`src/rtl/core/crc16cbo_pkg.sv`:
```
package crc16cbo_pkg;

  localparam int unsigned CRC_W    = 16;
  localparam int unsigned BYTE_W   = 8;
  localparam int unsigned CFG_IDX_W = 2;
  localparam int unsigned CFG_DATA_W = 16;

  localparam logic [CRC_W-1:0] POLY_RST  = 16'h1021;
  localparam logic [CRC_W-1:0] START_RST = 16'h0000;
  localparam logic             ORDER_RST = 1'b1;
  localparam logic [CRC_W-1:0] REM_RST   = 16'h0000;

  // configuration register indexes
  typedef enum logic [CFG_IDX_W-1:0] {
    CFG_POLY  = 2'd0,
    CFG_START = 2'd1,
    CFG_ORDER = 2'd2
  } cfg_idx_t;

  // live configuration handed to the fold logic
  typedef struct packed {
    logic [CRC_W-1:0] poly;
    logic             msb_first;
  } crc_cfg_t;

endpackage

```
`src/rtl/core/crc16cbo_fold.sv`:
```
module crc16cbo_fold (
  input  crc16cbo_pkg::crc_cfg_t          cfg,
  input  logic [crc16cbo_pkg::BYTE_W-1:0] data_byte,
  input  logic [crc16cbo_pkg::CRC_W-1:0]  crc_in,
  output logic [crc16cbo_pkg::CRC_W-1:0]  crc_out
);
  import crc16cbo_pkg::*;

  // eight shift/xor steps, direction chosen by the bit order
  always_comb begin
    logic [CRC_W-1:0] crc;
    crc = crc_in;
    if (cfg.msb_first) begin
      crc = crc ^ {data_byte, {(CRC_W-BYTE_W){1'b0}}};
      for (int k = 0; k < BYTE_W; k++) begin
        if (crc[CRC_W-1]) begin
          crc = {crc[CRC_W-2:0], 1'b0} ^ cfg.poly;
        end else begin
          crc = {crc[CRC_W-2:0], 1'b0};
        end
      end
    end else begin
      crc = crc ^ {{(CRC_W-BYTE_W){1'b0}}, data_byte};
      for (int k = 0; k < BYTE_W; k++) begin
        if (crc[0]) begin
          crc = {1'b0, crc[CRC_W-1:1]} ^ cfg.poly;
        end else begin
          crc = {1'b0, crc[CRC_W-1:1]};
        end
      end
    end
    crc_out = crc;
  end

endmodule

```
`src/rtl/core/crc16_configurable_bit_order_core.sv`:
```
// byte-serial crc16 with programmable polynomial, start value and bit order
// a request passes through an input register and a result register on its way to the result
// throughput: one byte per cycle while the result side is not stalled; the eight-step fold is one combinational pass
// the remainder feeds back from the fold output, so back-to-back bytes chain directly
// reset (rst_n low, synchronous): pipeline empties, remainder 0, registers to defaults
module crc16_configurable_bit_order_core (
  input  logic                                clk,
  input  logic                                rst_n,
  // configuration write port
  input  logic                                cfg_we,
  input  logic [crc16cbo_pkg::CFG_IDX_W-1:0]  cfg_index,
  input  logic [crc16cbo_pkg::CFG_DATA_W-1:0] cfg_wdata,
  // input stream
  input  logic                                in_tvalid,
  output logic                                in_tready,
  input  logic [7:0]                          in_tdata,  // [7:0] data_byte
  input  logic                                in_tuser,  // [0] first_byte
  input  logic                                in_tlast,  // last_byte
  // result stream
  output logic                                out_tvalid,
  input  logic                                out_tready,
  output logic [15:0]                         out_tdata, // [15:0] crc_value
  output logic                                out_tlast  // is_final
);
  import crc16cbo_pkg::*;

  logic [CRC_W-1:0]  poly_r, start_r, rem_r;
  logic              order_r;
  logic              s1_valid_r, out_valid_r;
  logic [BYTE_W-1:0] s1_byte_r;
  logic              s1_first_r, s1_last_r;
  logic [CRC_W-1:0]  out_crc_r;
  logic              out_last_r;
  logic              advance;
  logic [CRC_W-1:0]  fold_in, fold_out;
  crc_cfg_t          cfg;

  // configuration registers
  always_ff @(posedge clk) begin
    if (!rst_n) begin
      poly_r  <= POLY_RST;
      start_r <= START_RST;
      order_r <= ORDER_RST;
    end else if (cfg_we) begin
      unique case (cfg_index)
        CFG_POLY:  poly_r  <= cfg_wdata[CRC_W-1:0];
        CFG_START: start_r <= cfg_wdata[CRC_W-1:0];
        CFG_ORDER: order_r <= cfg_wdata[0];
        default: ;
      endcase
    end
  end

  // handshake: the input stage moves on when the result slot is free or drains
  assign advance   = s1_valid_r && (!out_valid_r || out_tready);
  assign in_tready = !s1_valid_r || advance;

  // input register
  always_ff @(posedge clk) begin
    if (!rst_n) begin
      s1_valid_r <= 1'b0;
    end else if (in_tready) begin
      s1_valid_r <= in_tvalid;
    end
  end

  always_ff @(posedge clk) begin
    if (in_tvalid && in_tready) begin
      s1_byte_r  <= in_tdata;
      s1_first_r <= in_tuser;
      s1_last_r  <= in_tlast;
    end
  end

  // fold one byte onto the start value or the running remainder
  assign cfg.poly      = poly_r;
  assign cfg.msb_first = order_r;
  assign fold_in       = s1_first_r ? start_r : rem_r;

  crc16cbo_fold u_fold (
    .cfg       (cfg),
    .data_byte (s1_byte_r),
    .crc_in    (fold_in),
    .crc_out   (fold_out)
  );

  // running remainder and result valid
  always_ff @(posedge clk) begin
    if (!rst_n) begin
      rem_r       <= REM_RST;
      out_valid_r <= 1'b0;
    end else begin
      if (advance) begin
        rem_r <= fold_out;
      end
      if (advance) begin
        out_valid_r <= 1'b1;
      end else if (out_tready) begin
        out_valid_r <= 1'b0;
      end
    end
  end

  // result register
  always_ff @(posedge clk) begin
    if (advance) begin
      out_crc_r  <= fold_out;
      out_last_r <= s1_last_r;
    end
  end

  assign out_tvalid = out_valid_r;
  assign out_tdata  = out_crc_r;
  assign out_tlast  = out_last_r;

endmodule

```
`config.mk`:
```
export PLATFORM = sky130hd
export DESIGN_NAME = crc16_configurable_bit_order_core
export DESIGN_NICKNAME = d
export VERILOG_FILES = /design/src/rtl/core/crc16cbo_pkg.sv /design/src/rtl/core/crc16cbo_fold.sv /design/src/rtl/core/crc16_configurable_bit_order_core.sv
export SDC_FILE = /design/constraint.sdc
export NUM_CORES = 1
export LEC_CHECK = 0
export BUFFER_PORTS_ARGS = -buffer_cell sky130_fd_sc_hd__buf_2
export CAP_MARGIN = 25
export CELL_PAD_IN_SITES_DETAIL_PLACEMENT = 0
export CELL_PAD_IN_SITES_GLOBAL_PLACEMENT = 2
export CORE_UTILIZATION = 40
export CTS_BUF_LIST = sky130_fd_sc_hd__clkbuf_16
export DETAILED_ROUTE_END_ITERATION = 10
export PLACE_DENSITY_LB_ADDON = 0.1
export SYNTH_ARGS = -nofsm -noshare
export SYNTH_HDL_FRONTEND = slang
export SYNTH_SLANG_ARGS = --single-unit
```
`constraint.sdc`:
```
create_clock -name clk -period 9.5 [get_ports clk]
set_clock_uncertainty 0.1 [all_clocks]
set_input_delay 0.475 -clock clk [delete_from_list [all_inputs] [get_ports clk]]
set_output_delay 0.475 -clock clk [all_outputs]
set_load 0.05 [all_outputs]
```
### Word-level counts from Yosys, hierarchy flattened

Index checks and enable logic that the tools add are counted.

| operators by class | value |
|---|---|
| add/subtract/negate cells | 0 |
| $mul | 0 |
| div/mod/pow operators | 0 |
| magnitude comparators | 0 |
| equal/unequal tests | 2 |
| shifts and indexed selects | 0 |
| multiplexer cells | 34 |
| bitwise gates (word level) | 18 |
| reductions and logical operators | 11 |

Operators by type and width:

| cell | count |
|---|---|
| $mux 16 | 32 |
| $xor 16x16->16 | 9 |
| $xor 15x16->16 | 8 |
| $xor 16x8->16 | 1 |
| $reduce_and 2->1 | 3 |
| $eq 2x1->1 const B | 1 |
| $eq 2x2->1 const B | 1 |
| $logic_and 1x1->1 | 2 |
| $logic_not 1->1 | 2 |
| $logic_not 2->1 | 1 |
| $logic_or 1x1->1 | 2 |
| $mux 1 | 2 |
| $reduce_bool 2->1 | 1 |

| word-level totals | value |
|---|---|
| bits in registers | 78 |
| latch bits | 0 |
| RAM bits | 0 |
| memory bits (read-only) | 0 |
| input bits | 33 |
| output and inout port bits | 19 |
| memories | 0 |

### Longest topological paths before layout

Gate-level depths: netlist of run 1.

| depth | value |
|---|---|
| word-level depth | 26 |
| depth in mapped cells | 19 |
| mapped depth without buffers | 15 |

### Cells and area by module

From an unflattened synthesis of run 1, not the netlist that was laid out.

| unflattened totals | value |
|---|---|
| cells, all modules | 1018 |
| area total of the unflattened synthesis | 7831.3 µm² |

Modules (own cells, without submodules):

| module | times used | cells each | area an instance (µm²) | seq. area each (µm²) |
|---|---|---|---|---|
| crc16cbo_fold | 1 | 765 | 4941.0 | 0.0 |
| crc16_configurable_bit_order_core | 1 | 253 | 2890.3 | 1831.8 |

### Worst setup path after synthesis of run 1

Ideal clock, no wire load.

| timing | value |
|---|---|
| path type | reg-to-reg |
| from | register s1_first_r |
| to | register rem_r[1] |
| data arrival time | 4407 ps |
| data required time | 9285 ps |
| path slack | 4878 ps |
| stages on the path, launching flop included | 18 |
| buffers on the path | 2 |
| period minus slack after synthesis | 4622 ps |
| cell sequence | edfxtp_1 > buf_6 > mux2i_4 > xnor2_1 > buf_2 > a21oi_1 > o31a_1 > or3_1 > a22oi_1 > o21ai_1 > o22ai_2 > mux2i_1 > xnor3_1 > or3_4 > a21oi_4 > a221o_1 > or3b_1 > o21ba_1 |

| between the ends | value |
|---|---|
| cells in the longest elaborated chain, start to end | 26 |
| elaborated cells on any way between the ends | 50 |

RTL lines:

| element | RTL line | RTL |
|---|---|---|
| from (decl) | crc16_configurable_bit_order_core.sv:31 | `logic s1_first_r, s1_last_r;` |
| from (signal assigned) | crc16_configurable_bit_order_core.sv:70 | `s1_first_r <= in_tuser;` |
| $mux 16 (*) | crc16_configurable_bit_order_core.sv:78 | `assign fold_in = s1_first_r ? start_r : rem_r;` |
| $xor 16x8->16 | crc16cbo_fold.sv:23 | `crc = crc ^ {{(CRC_W-BYTE_W){1'b0}}, data_byte};` |
| $xor 15x16->16 | crc16cbo_fold.sv:26 | `crc = {1'b0, crc[CRC_W-1:1]} ^ cfg.poly;` |
| $mux 16 | crc16cbo_fold.sv:25 | `if (crc[0]) begin` |
| $mux 16 | crc16cbo_fold.sv:13 | `if (cfg.msb_first) begin` |
| $xor 15x16->16 | crc16cbo_fold.sv:26 |  |
| $mux 16 | crc16cbo_fold.sv:25 |  |
| $mux 16 | crc16cbo_fold.sv:13 |  |
| [11 not listed] | - |  |
| $mux 16 | crc16cbo_fold.sv:13 |  |
| $xor 15x16->16 | crc16cbo_fold.sv:26 |  |
| $mux 16 | crc16cbo_fold.sv:25 |  |
| $mux 16 | crc16cbo_fold.sv:13 |  |
| $xor 15x16->16 | crc16cbo_fold.sv:26 |  |
| $mux 16 | crc16cbo_fold.sv:25 |  |
| $mux 16 (*) | crc16cbo_fold.sv:13 |  |
| net fold_out[1] | crc16_configurable_bit_order_core.sv:35 | `logic [CRC_W-1:0] fold_in, fold_out;` |
| to (signal assigned) | crc16_configurable_bit_order_core.sv:94 | `rem_r <= fold_out;` |
| to (decl) | crc16_configurable_bit_order_core.sv:27 | `logic [CRC_W-1:0] poly_r, start_r, rem_r;` |

Mark *: on every way through the listed nets, which the timed path passes. The rest lies on a longest branch. The select of a mux whose other input is x is not followed.
A chain may end at the register's enable or synchronous reset.

### Worst setup path in the final report of run 1

Ends and elaborated chain as after synthesis.

==> summary.md, run 1 <==
| Metric | Value |
|---|---|
| Max cap viols | 0 |
| Overall Global Routing Usage | 29.3% |
| Share of the yosys chip area belonging to registers | 22.4% |
| Register area | 0.00183 mm2 |
| Post-CTS Resized | 0 |
| Top cells by count, synth | nand2_1 (266), xnor2_1 (157), clkbuf_1 (73) |
| Layout area overhead | 9.46% |
| Crit path DAT | 6150 ps |
| Number of flops mapped to enable cells by yosys | 27 |
| Status | finished clean |
| Cells after Synth | 1075 |
| Unique masters post-synth | 85 |
| Start point of the worst hold path | in_tlast |
| First-pass GRT wire length | 44200 um |
| Cell area after synthesis | 0.00816 mm2 |
| Initial drt markers | 603 |
| Worst slack at placement | 3000 ps |
| Gpl congestion | 0.850 |
| Routed wire length | 29600 um |
| Fmax | 166 MHz |
| Post-route ant nets | 0 |
| Worst reg2reg path depth | 15 |
| Worst vdd ir | 0.127 mV |
| Root Driver | clkbuf_16 |
| Setup Fix Bufs, Post-CTS | 0 |
| Ys Warns | 0 |
| Endpoints failing hold | 0 |
| Die ar. | 0.0210 mm2 |
| DR WL/cell | 21.9 um |
| H-Tree Depth | 3 |
| Post-route cell area | 0.00893 mm2 |
| Hold Crit Depth | 1 |
| Min Tclk post-route | 6010 ps |
| Share of cells above drive strength 1 | 11.9% |
| Critical Path Sink Type | flop |
| Total power | 1.67 mW |
| Period utilisation layout | 63.3% |
| Hold-fix buffer count after cts | 0 |
| Port bufs | 51 |
| Clock-pin slew on the worst setup and hold paths | 60 ps |
| Worst slew margin | 31.3% |
| Multi-input combinational cell area | 0.00595 mm2 |
| Final Non-Filler Cells | 1350 |
| Largest net degree at the start of global routing | 54 |
| Core box area | 0.0197 mm2 |
| Die Y-Extent | 145 um |
| Clk Latency, worst-skew pair | 350 ps |
| Setup WS post-layout | 3490 ps |
| I/O pin cnt | 52 |
| Post-route setup TNS | 0 ps |
| Initial antenna violation count | 0 |
| Reg-to-reg setup timing slack | 3490 ps |
| CP max FO | 26 |
| Top FF cell, synth | dfxtp_1 |
| CTS sink cnt | 78 |
| Worst EP required | 9640 ps |
| Worst-case clock buffer depth | 2 |
| Final net count | 1113 |
| Drt pass-1 iters | 5 |
| Num CTS Buffers | 9 |
| Placed cells | 1333 |
| Die W | 145 um |
| Pwr dens | 187 mW/mm2 |
| Fin. max-slew vios | 0 |
| Fin Hold WS | 199 ps |
| Yosys top cell by area | xnor2_1 |
| Via count | 7557 |
| Most common cell in the netlist | nand2_1 |
| Final Setup Violations | 0 |
| Vias in the first global route | 7013 |
| Filler cell count | 2018 |
| Num rows | 51 |
| Syn Nets | 1108 |
| Static leakage | 3.17 nW |
| Startpoint types | flop |
| Syn avg cell area | 7.59 um2 |
| Starting Density | 41.4% |
| Via/cell ratio | 5.60 |
| GRT overflow | 0 |
| Core Util, Final | 45.3% |
| Slew @ Worst Pin | 1020 ps |
| Reg-to-reg endpoint | rem_r[1] |
| Ranking of synthesized cells by area | xnor2_1 (17%), dfxtp_1 (13%), nand2_1 (12%) |
| RSZ-0062 raised after global routing | no |
| Min-Delay Path Class | in2reg |
| CTS tree | done |
| Post-synthesis async set-or-reset flop share | 0% |
| Yosys top cell area share | 16.8% |
| Path type of the worst setup path | reg2reg |
| Reg-to-reg startpoint | s1_first_r |
| Hpwl dp | 21300 um |
| Ant diodes | 0 |
| Placed cell area | 0.00864 mm2 |
| Yosys reg bits | 78 |
| Destination of the worst hold path | s1_last_r |
| DRC | 0 |
cell usage in the layout, fill, tap and decap left out, types with 9 or more instances in the layout:
cell type / Yosys / routed
a21oi_1: 23 / 23
edfxtp_1: 27 / 27
xnor3_1: 13 / 13
nand3_1: 26 / 26
mux2i_1: 26 / 26
xnor2_1: 157 / 156
nor3_1: 18 / 18
a21boi_0: 31 / 31
o21ai_0: 47 / 47
xor2_1: 26 / 26
a31oi_1: 16 / 16
or3_1: 9 / 9
and2_1: 11 / 11
o21ai_1: 9 / 9
inv_1: 11 / 12
nor2_1: 42 / 42
buf_2: 8 / 51
buf_4: 0 / 30
dfxtp_1: 51 / 51
clkbuf_16: 0 / 9
and3_1: 12 / 12
nand2_1: 266 / 266
state kept, by name (all words and copies together) (netlist names):
signal      cells
s1_last_r       1
out_tdata      16
start_r        16
out_tvalid      1
poly_r         16
out_tlast       1
s1_byte_r       8
rem_r          16
s1_valid_r      1
s1_first_r      1
order_r         1
final cells by class:
cell class	instances	share of cell area (%)
Clock buffer	9	2.52
Multi-Input combinational cell	897	66.6
Clock inverter	7	0.476
Tap cell	265	3.71
Inverter	12	0.504
Timing Repair Buffer	82	5.69
Sequential cell	78	20.5
worst max-delay path: stages (launching register included):
cell	delay, ps
edfxtp_1	540
mux2i_4	280
xnor2_1	680
o21ai_1	110
a32o_1	320
nor3_2	440
nor2_4	110
xnor2_1	840
nand2_1	150
xnor2_1	220
xnor3_1	270
or3_4	440
a21oi_4	590
a221o_1	260
or3b_1	370
o21ba_1	180
layer usage:
layer	global-route usage (%)	up-vias	share of wire, %
met5	0	-	0
met4	7.92	0	1.6
met3	3.19	24	6.6
met2	47.0	266	46
met1	41.4	3562	46
li1	-	3705	-
power breakdown:
part / total (mW) / internal (mW) / leakage [nW] / switching (mW)
clock network: 0.324 / 0.176 / 0.134 / 0.148
registers: 0.406 / 0.384 / 0.674 / 0.0225
logic: 0.942 / 0.368 / 2.36 / 0.573
cells by family after synthesis:
kind of cell / share of synthesized area, %
AO/OA/AOI/OAI: 19.5
XOR/XNOR: 24.6
buffers and inverters: 4.81
flip-flops: 22.4
multiplexers: 4.34
AND/OR/NAND/NOR: 24.4
how the worst max path moves through the flow:
stage	slack [ps]	end	cells after the start	startpoint
2_1_floorplan	4880	rem_r[1]	17	s1_first_r
3_3_place_gp	3080	rem_r[1]	15	s1_first_r
3_5_place_dp	3000	rem_r[1]	15	s1_first_r
4_1_cts	2880	rem_r[1]	15	s1_first_r
5_1_grt	3120	rem_r[1]	15	s1_first_r
6_report	3490	rem_r[1]	15	s1_first_r
Power figures use the tool's default switching activity.
==> run 2, diff against run 1 <==
--- a/config.mk
+++ b/config.mk
@@ -9,7 +9,7 @@
 export CAP_MARGIN = 25
 export CELL_PAD_IN_SITES_DETAIL_PLACEMENT = 0
 export CELL_PAD_IN_SITES_GLOBAL_PLACEMENT = 2
-export CORE_UTILIZATION = 40
+export CORE_UTILIZATION = 37
 export CTS_BUF_LIST = sky130_fd_sc_hd__clkbuf_16
 export DETAILED_ROUTE_END_ITERATION = 10
 export PLACE_DENSITY_LB_ADDON = 0.1
==> constraint.sdc (replaced) <==
create_clock -name clk -period 5.85 [get_ports clk]
set_clock_uncertainty 0.1 [all_clocks]
set_input_delay 0.2925 -clock clk [delete_from_list [all_inputs] [get_ports clk]]
set_output_delay 0.2925 -clock clk [all_outputs]
set_load 0.05 [all_outputs]
==> summary.md, run 2 (synthesis gave the netlist of run 1 again) <==
| Metric | Value |
|---|---|
| Crit path DAT | 5550 ps (was 6150 ps) |
| Most frequent cells in the layout | nand2_1 (266), xnor2_1 (156), buf_2 (51), dfxtp_1 (51) (was nand2_1 (266), xnor2_1 (156), buf_2 (51), dfxtp_1 (51), o21ai_0 (47)) |
| Root Driver | clkbuf_16 (unchanged) |
| Starting Density | 38.2% (was 41.4%) |
| Worst vdd ir | 0.165 mV (was 0.127 mV) |
| CTS sink cnt | 78 (unchanged) |
| Largest net degree at the start of global routing | 54 (unchanged) |
| Die W | 151 um (was 145 um) |
| Worst EP required | 6000 ps (was 9640 ps) |
| Gpl congestion | 0.854 (was 0.850) |
| Clock Power Share | 21.3% (was 19.4%) |
| Setup WS post-layout | 452 ps (was 3490 ps) |
| RSZ-0062 raised after global routing | no (unchanged) |
| Via count | 7618 (was 7557) |
| Total power | 2.80 mW (was 1.67 mW) |
| Register area | 0.00183 mm2 (unchanged) |
| Worst slew margin | 34.0% (was 31.3%) |
| Switching share of power | 43.6% (was 44.5%) |
| Reg-to-reg setup timing slack | 450 ps (was 3490 ps) |
| Num rows | 53 (was 51) |
| First-pass GRT wire length | 45600 um (was 44200 um) |
| Die Y-Extent | 151 um (was 145 um) |
| Endpoints failing hold | 0 (unchanged) |
| P_sw | 1.22 mW (was 0.744 mW) |
| CTS tree | done (unchanged) |
| Port bufs | 51 (unchanged) |
| Overall Global Routing Usage | 27.6% (was 29.3%) |
| Min-Delay Path Class | in2reg (unchanged) |
| Initial antenna violation count | 1 (was 0) |
| Num CTS Buffers | 9 (unchanged) |
| Pwr dens | 308 mW/mm2 (was 187 mW/mm2) |
| Min Tclk post-route | 5400 ps (was 6010 ps) |
| Combinational share of power | 54.9% (was 56.3%) |
| Internal Power | 1.58 mW (was 0.928 mW) |
| Vias in the first global route | 7257 (was 7013) |
| Initial drt markers | 596 (was 603) |
| GRT overflow | 0 (unchanged) |
| Path type of the worst setup path | reg2reg (unchanged) |
| Hpwl dp | 22500 um (was 21300 um) |
| Post-route cell area | 0.00909 mm2 (was 0.00893 mm2) |
| Startpoint types | flop (unchanged) |
| DRC | 0 (unchanged) |
| Critical Path Sink Type | flop (unchanged) |
| Post-route ant nets | 0 (unchanged) |
| Final Non-Filler Cells | 1378 (was 1350) |
| Worst slack at placement | 291 ps (was 3000 ps) |
| Share of cells above drive strength 1 | 13.2% (was 11.9%) |
| Worst-case clock buffer depth | 2 (unchanged) |
| Core box area | 0.0214 mm2 (was 0.0197 mm2) |
| Via/cell ratio | 5.53 (was 5.60) |
| Multi-input combinational cell area | 0.00595 mm2 (unchanged) |
| Drt pass-1 iters | 4 (was 5) |
| Fmax | 185 MHz (was 166 MHz) |
| Layout area overhead | 11.4% (was 9.46%) |
| Placed cells | 1357 (was 1333) |
| Fin. max-slew vios | 0 (unchanged) |
| Final Setup Violations | 0 (unchanged) |
| Placed cell area | 0.00876 mm2 (was 0.00864 mm2) |
| Routed wire length | 30100 um (was 29600 um) |
| Clock-pin slew on the worst setup and hold paths | 70 ps (was 60 ps) |
| Final net count | 1130 (was 1113) |
| Clk Latency, worst-skew pair | 350 ps (about the same) |
| Die ar. | 0.0227 mm2 (was 0.0210 mm2) |
| Filler cell count | 2274 (was 2018) |
| Seq pwr share | 23.8% (was 24.3%) |
| Period utilisation layout | 92.3% (was 63.3%) |
| CP max FO | 15 (was 26) |
| I/O pin cnt | 52 (unchanged) |
| Static leakage | 3.25 nW (was 3.17 nW) |
| Slew @ Worst Pin | 982 ps (was 1020 ps) |
| DR WL/cell | 21.8 um (was 21.9 um) |
| H-Tree Depth | 3 (unchanged) |
| Status | finished clean (unchanged) |
| Post-route setup TNS | 0 ps (unchanged) |
| Max cap viols | 0 (unchanged) |
| Leading cell type in the layout, fill and taps excluded | nand2_1 (unchanged) |
## run 2: changes by cell type in the layout (fill, tap and decap cells not counted), sizes merged
cell | before | now
buf | 82 | 97
clkinv | 5 | 3
clkinvlp | 1 | 3
dlygate4sd3 | 0 | 2
bufinv | 0 | 1
diode | 0 | 1
inv | 13 | 12
## run 2: metal layers
metal	vias to the layer above	track usage (%)	share of wire, %	routed length (um)
met5	-	0	0	0
met2	207	44.1	45	13600
met3	33	4.09	4.9	1490
met4	0	7.53	2.2	677
li1	3744	-	-	-
met1	3634	38.5	47	14300
## run 2: metrics by stage
stage	hold WS (ps)	util (%)
floorplan	291	-
global placement	302	41.0
detailed placement	308	41.0
CTS	1.27	42.5
global route	0.759	42.6
finish	13.4	42.6
## run 2: critical path, stage by stage (launching register included)
cell	delay [ps]
edfxtp_1	400
buf_4	340
mux2i_4	460
xor2_1	380
o221ai_1	210
a21oi_1	220
or2_1	420
a21oi_1	80
o22a_1	250
o22ai_2	320
mux2i_1	290
xnor3_1	380
or3_4	450
a21oi_4	230
a221o_1	190
or3b_1	380
o21ba_1	180
## run 2: layout make-up
class,count,share of cell area (%)
Clock inverter,7,0.812
Tap cell,275,3.78
Sequential cell,78,20.1
Timing Repair Buffer,99,6.83
Antenna cell,1,0.0275
Inverter,12,0.495
Multi-Input combinational cell,897,65.4
Clock buffer,9,2.48
## run 2: final timing paths
| path | startpoint | to | cells past startpoint |
|---|---|---|---|
| setup / recovery | s1_first_r | rem_r[1] | 16 |
| hold / removal | in_tdata[2] | s1_byte_r[2] | 1 |
| setup reg to reg | s1_first_r | rem_r[1] | 16 |
| hold reg to reg | s1_last_r | out_tlast | 0 |
## run 2: power groups by stage
stage	Combinational, mW	Clock, mW	Sequential, mW
2_1_floorplan	1.09	0	0.718
3_3_place_gp	1.51	0	0.679
3_5_place_dp	1.51	0	0.677
4_1_cts	1.52	0.608	0.667
5_1_grt	1.67	0.622	0.671
6_report	1.54	0.596	0.666
## run 2: timing repair
| action | 4_1_cts | 5_1_grt |
|---|---|---|
| endpoints found under the setup margin | 0 | 22 |
| buffers inserted | 0 | 2 |
| hold buffers | 1 | 1 |
| resized for setup | 0 | 5 |
| hold endpoints to repair | 1 | 1 |
==> run 3, diff against run 2 <==
--- a/config.mk
+++ b/config.mk
@@ -5,11 +5,12 @@
 export SDC_FILE = /design/constraint.sdc
 export NUM_CORES = 1
 export LEC_CHECK = 0
+export ABC_AREA = 1
 export BUFFER_PORTS_ARGS = -buffer_cell sky130_fd_sc_hd__buf_2
 export CAP_MARGIN = 25
 export CELL_PAD_IN_SITES_DETAIL_PLACEMENT = 0
 export CELL_PAD_IN_SITES_GLOBAL_PLACEMENT = 2
-export CORE_UTILIZATION = 37
+export CORE_UTILIZATION = 33
 export CTS_BUF_LIST = sky130_fd_sc_hd__clkbuf_16
 export DETAILED_ROUTE_END_ITERATION = 10
 export PLACE_DENSITY_LB_ADDON = 0.1
==> summary.md, run 3 <==
| Metric | Value |
|---|---|
| Status | finished clean (unchanged) |
| CTS tree | done (unchanged) |
| Cell area after synthesis | 0.00823 mm2 (was 0.00816 mm2) |
| Number of flops mapped to enable cells by yosys | 27 (unchanged) |
| Max cap viols | 0 (unchanged) |
| Clock-pin slew on the worst setup and hold paths | 70 ps (about the same) |
| Core box area | 0.0244 mm2 (was 0.0214 mm2) |
| Ys Warns | 0 (unchanged) |
| Cells after Synth | 1404 (was 1075) |
| RSZ-0062 raised after global routing | no (unchanged) |
| Seq pwr share | 21.1% (was 23.8%) |
| Num rows | 57 (was 53) |
| Unique masters post-synth | 31 (was 85) |
| Share of cells above drive strength 1 | 10.7% (was 13.2%) |
| Min Tclk post-route | 5210 ps (was 5400 ps) |
| Most common cell in the netlist | nand2_1 (unchanged) |
| Via/cell ratio | 4.87 (was 5.53) |
| Core Util, Final | 37.1% (was 42.6%) |
| Internal Power | 1.51 mW (was 1.58 mW) |
| Most frequent cells in the layout | nand2_1 (468), nand3_1 (212), inv_1 (158) (was nand2_1 (266), xnor2_1 (156), buf_2 (51), dfxtp_1 (51)) |
| Post-synthesis async set-or-reset flop share | 0% (unchanged) |
| Final Setup Violations | 0 (unchanged) |
| I/O pin cnt | 52 (unchanged) |
| Slew @ Worst Pin | 903 ps (was 982 ps) |
| Period utilisation layout | 89.0% (was 92.3%) |
| CTS sink cnt | 78 (unchanged) |
| Ant diodes | 0 (was 1) |
| Largest net degree at the start of global routing | 34 (was 54) |
| DRC | 0 (unchanged) |
| Final net count | 1462 (was 1130) |
| Min-Delay Path Class | in2reg (unchanged) |
| Root Driver | clkbuf_16 (unchanged) |
| Fin. max-slew vios | 0 (unchanged) |
| Clock Power Share | 18.0% (was 21.3%) |
| Path type of the worst setup path | reg2reg (unchanged) |
| GR Util met2 | 43.5% (was 44.1%) |
| Leading cell type in the layout, fill and taps excluded | nand2_1 (unchanged) |
| Starting Density | 33.7% (was 38.2%) |
| Syn Nets | 1437 (was 1108) |
| Yosys top cell by area | nand2_1 (was xnor2_1) |
| Vias in the first global route | 7998 (was 7257) |
| Via count | 8557 (was 7618) |
| Die ar. | 0.0256 mm2 (was 0.0227 mm2) |
| First-pass GRT wire length | 50000 um (was 45600 um) |
| Endpoints failing hold | 0 (unchanged) |
| Hold-fix buffer count after cts | 0 (was 1) |
| GRT overflow | 0 (unchanged) |
| Initial antenna violation count | 0 (was 1) |
| Crit path DAT | 5200 ps (was 5550 ps) |
| Filler cell count | 2749 (was 2274) |
| Clk Latency, worst-skew pair | 350 ps (about the same) |
| Die Y-Extent | 160 um (was 151 um) |
| Fmax | 192 MHz (was 185 MHz) |
| Top FF cell, synth | dfxtp_1 (unchanged) |
| Met3 usage in global routing | 3.12% (was 4.09%) |
| Share of the yosys chip area belonging to registers | 22.3% (was 22.4%) |
| Yosys top cell area share | 21.3% (was 16.8%) |
| Routing usage on met1 | 36.1% (was 38.5%) |
| Syn avg cell area | 5.86 um2 (was 7.59 um2) |
| P_sw | 1.66 mW (was 1.22 mW) |
| Layout area overhead | 10.0% (was 11.4%) |
| Switching share of power | 52.3% (was 43.6%) |
| Startpoint types | flop (unchanged) |
| DR WL/cell | 19.0 um (was 21.8 um) |
| Worst vdd ir | 0.241 mV (was 0.165 mV) |
| Overall Global Routing Usage | 26.5% (was 27.6%) |
| Combinational share of power | 60.9% (was 54.9%) |
| Post-route ant nets | 0 (unchanged) |
| Port bufs | 51 (unchanged) |
| Drt pass-1 iters | 5 (was 4) |
| Hpwl dp | 25400 um (was 22500 um) |
| Ranking of synthesized cells by area | nand2_1 (21%), nand3_1 (13%), dfxtp_1 (12%) (was xnor2_1 (17%), dfxtp_1 (13%), nand2_1 (12%)) |
| CP max FO | 27 (was 15) |
| H-Tree Depth | 3 (unchanged) |
| Critical Path Sink Type | flop (unchanged) |
| Routed wire length | 33300 um (was 30100 um) |
| Multi-input combinational cell area | 0.00538 mm2 (was 0.00595 mm2) |
| Static leakage | 4.50 nW (was 3.25 nW) |
| Num CTS Buffers | 9 (unchanged) |
| Top cells by count, synth | nand2_1 (468), nand3_1 (212), inv_1 (158) (was nand2_1 (266), xnor2_1 (157), clkbuf_1 (73)) |
| Die W | 160 um (was 151 um) |
| Register area | 0.00183 mm2 (unchanged) |
| Worst slew margin | 39.7% (was 34.0%) |
| Gpl congestion | 0.924 (was 0.854) |
| Worst EP required | 5840 ps (was 6000 ps) |
| Initial drt markers | 710 (was 596) |
| Gr busiest metal | met2 (unchanged) |
| Yosys reg bits | 78 (unchanged) |
| Worst-case clock buffer depth | 2 (unchanged) |
| Pwr dens | 351 mW/mm2 (was 308 mW/mm2) |
| Post-route setup TNS | 0 ps (unchanged) |
[run 3: changes by cell type after synthesis, sizes merged, moves of 36 or more]
cell,change
nand2,+228
nand3,+197
inv,+156
xnor2,-95
nor2,+89
clkbuf,-46
xor2,+36
[run 3: kinds of logic after synthesis]
logic type             synth area share (%)
AND/OR/NAND/NOR                        45.5
AO/OA/AOI/OAI                          5.67
XOR/XNOR                               14.2
flip-flops                             22.3
buffers and inverters                  12.5
[run 3: through the flow]
stage	std cells	hold WS [ps]	instance area [um2]	power (mW)	worst slack (ps)
global placement	1739	302	8740	2.59	586
CTS	1755	5.60	9030	3.18	363
detailed placement	1739	307	8740	2.60	381
floorplan	1404	291	8230	2.16	2490
global route	1758	3.59	9060	3.45	60.0
finish	1758	14.8	9060	3.17	641
[run 3: worst max-delay path, cell delays in order, from the launching register on]
cell      delay, ps
edfxtp_1        560
inv_4           280
nand2_2         100
nand2_1         110
nand2_1          80
nand2_2         290
nand3_4         200
nand3_1         110
nand2_1          90
nand2_2         290
nand3_1         180
nand2_1         100
buf_4           240
nand2_1         140
nand2_4         120
inv_2            50
nor2_4          150
nand3_2         100
nand2_2         230
nand3_1         210
nand2_4         300
nor2_1           90
nand2_2         240
nand2_1         240
nor2_1          130
nand2_1          60
nand3_1          80
nand2_1          70
[run 3: power by group through the flow]
stage	combinational [mW]	clock [mW]	sequential, mW
3_5_place_dp	1.92	0	0.683
3_3_place_gp	1.91	0	0.683
5_1_grt	2.17	0.599	0.675
4_1_cts	1.93	0.581	0.672
2_1_floorplan	1.42	0	0.731
6_report	1.93	0.572	0.671
[run 3: final timing paths]
kind	cells past startpoint	to	start	slack, ps
setup reg to reg	27	out_tdata[11]	s1_first_r	640
hold / removal	1	s1_byte_r[0]	in_tdata[0]	10
hold reg to reg	0	out_tlast	s1_last_r	320
setup / recovery	27	out_tdata[11]	s1_first_r	640
[run 3: area by class of cell]
class,count,area share (%)
multi-input cells,1083,59.4
flip-flops and latches,78,20.2
inverters,173,7.20
repair buffers,84,5.55
well taps,324,4.48
clock buffers,9,2.49
clock inverters,7,0.677
[run 3: layer usage]
layer,routed length [um],part of all wire [%],vias up
met1,15600,47,3876
li1,-,-,4413
met3,1580,4.7,43
met5,0,0,-
met4,944,2.8,0
met2,15200,46,225
[run 3: repair_timing]
item | CTS | global route
setup buffers | 0 | 3
setup endpoints to repair | 0 | 30
resized for setup | 0 | 1
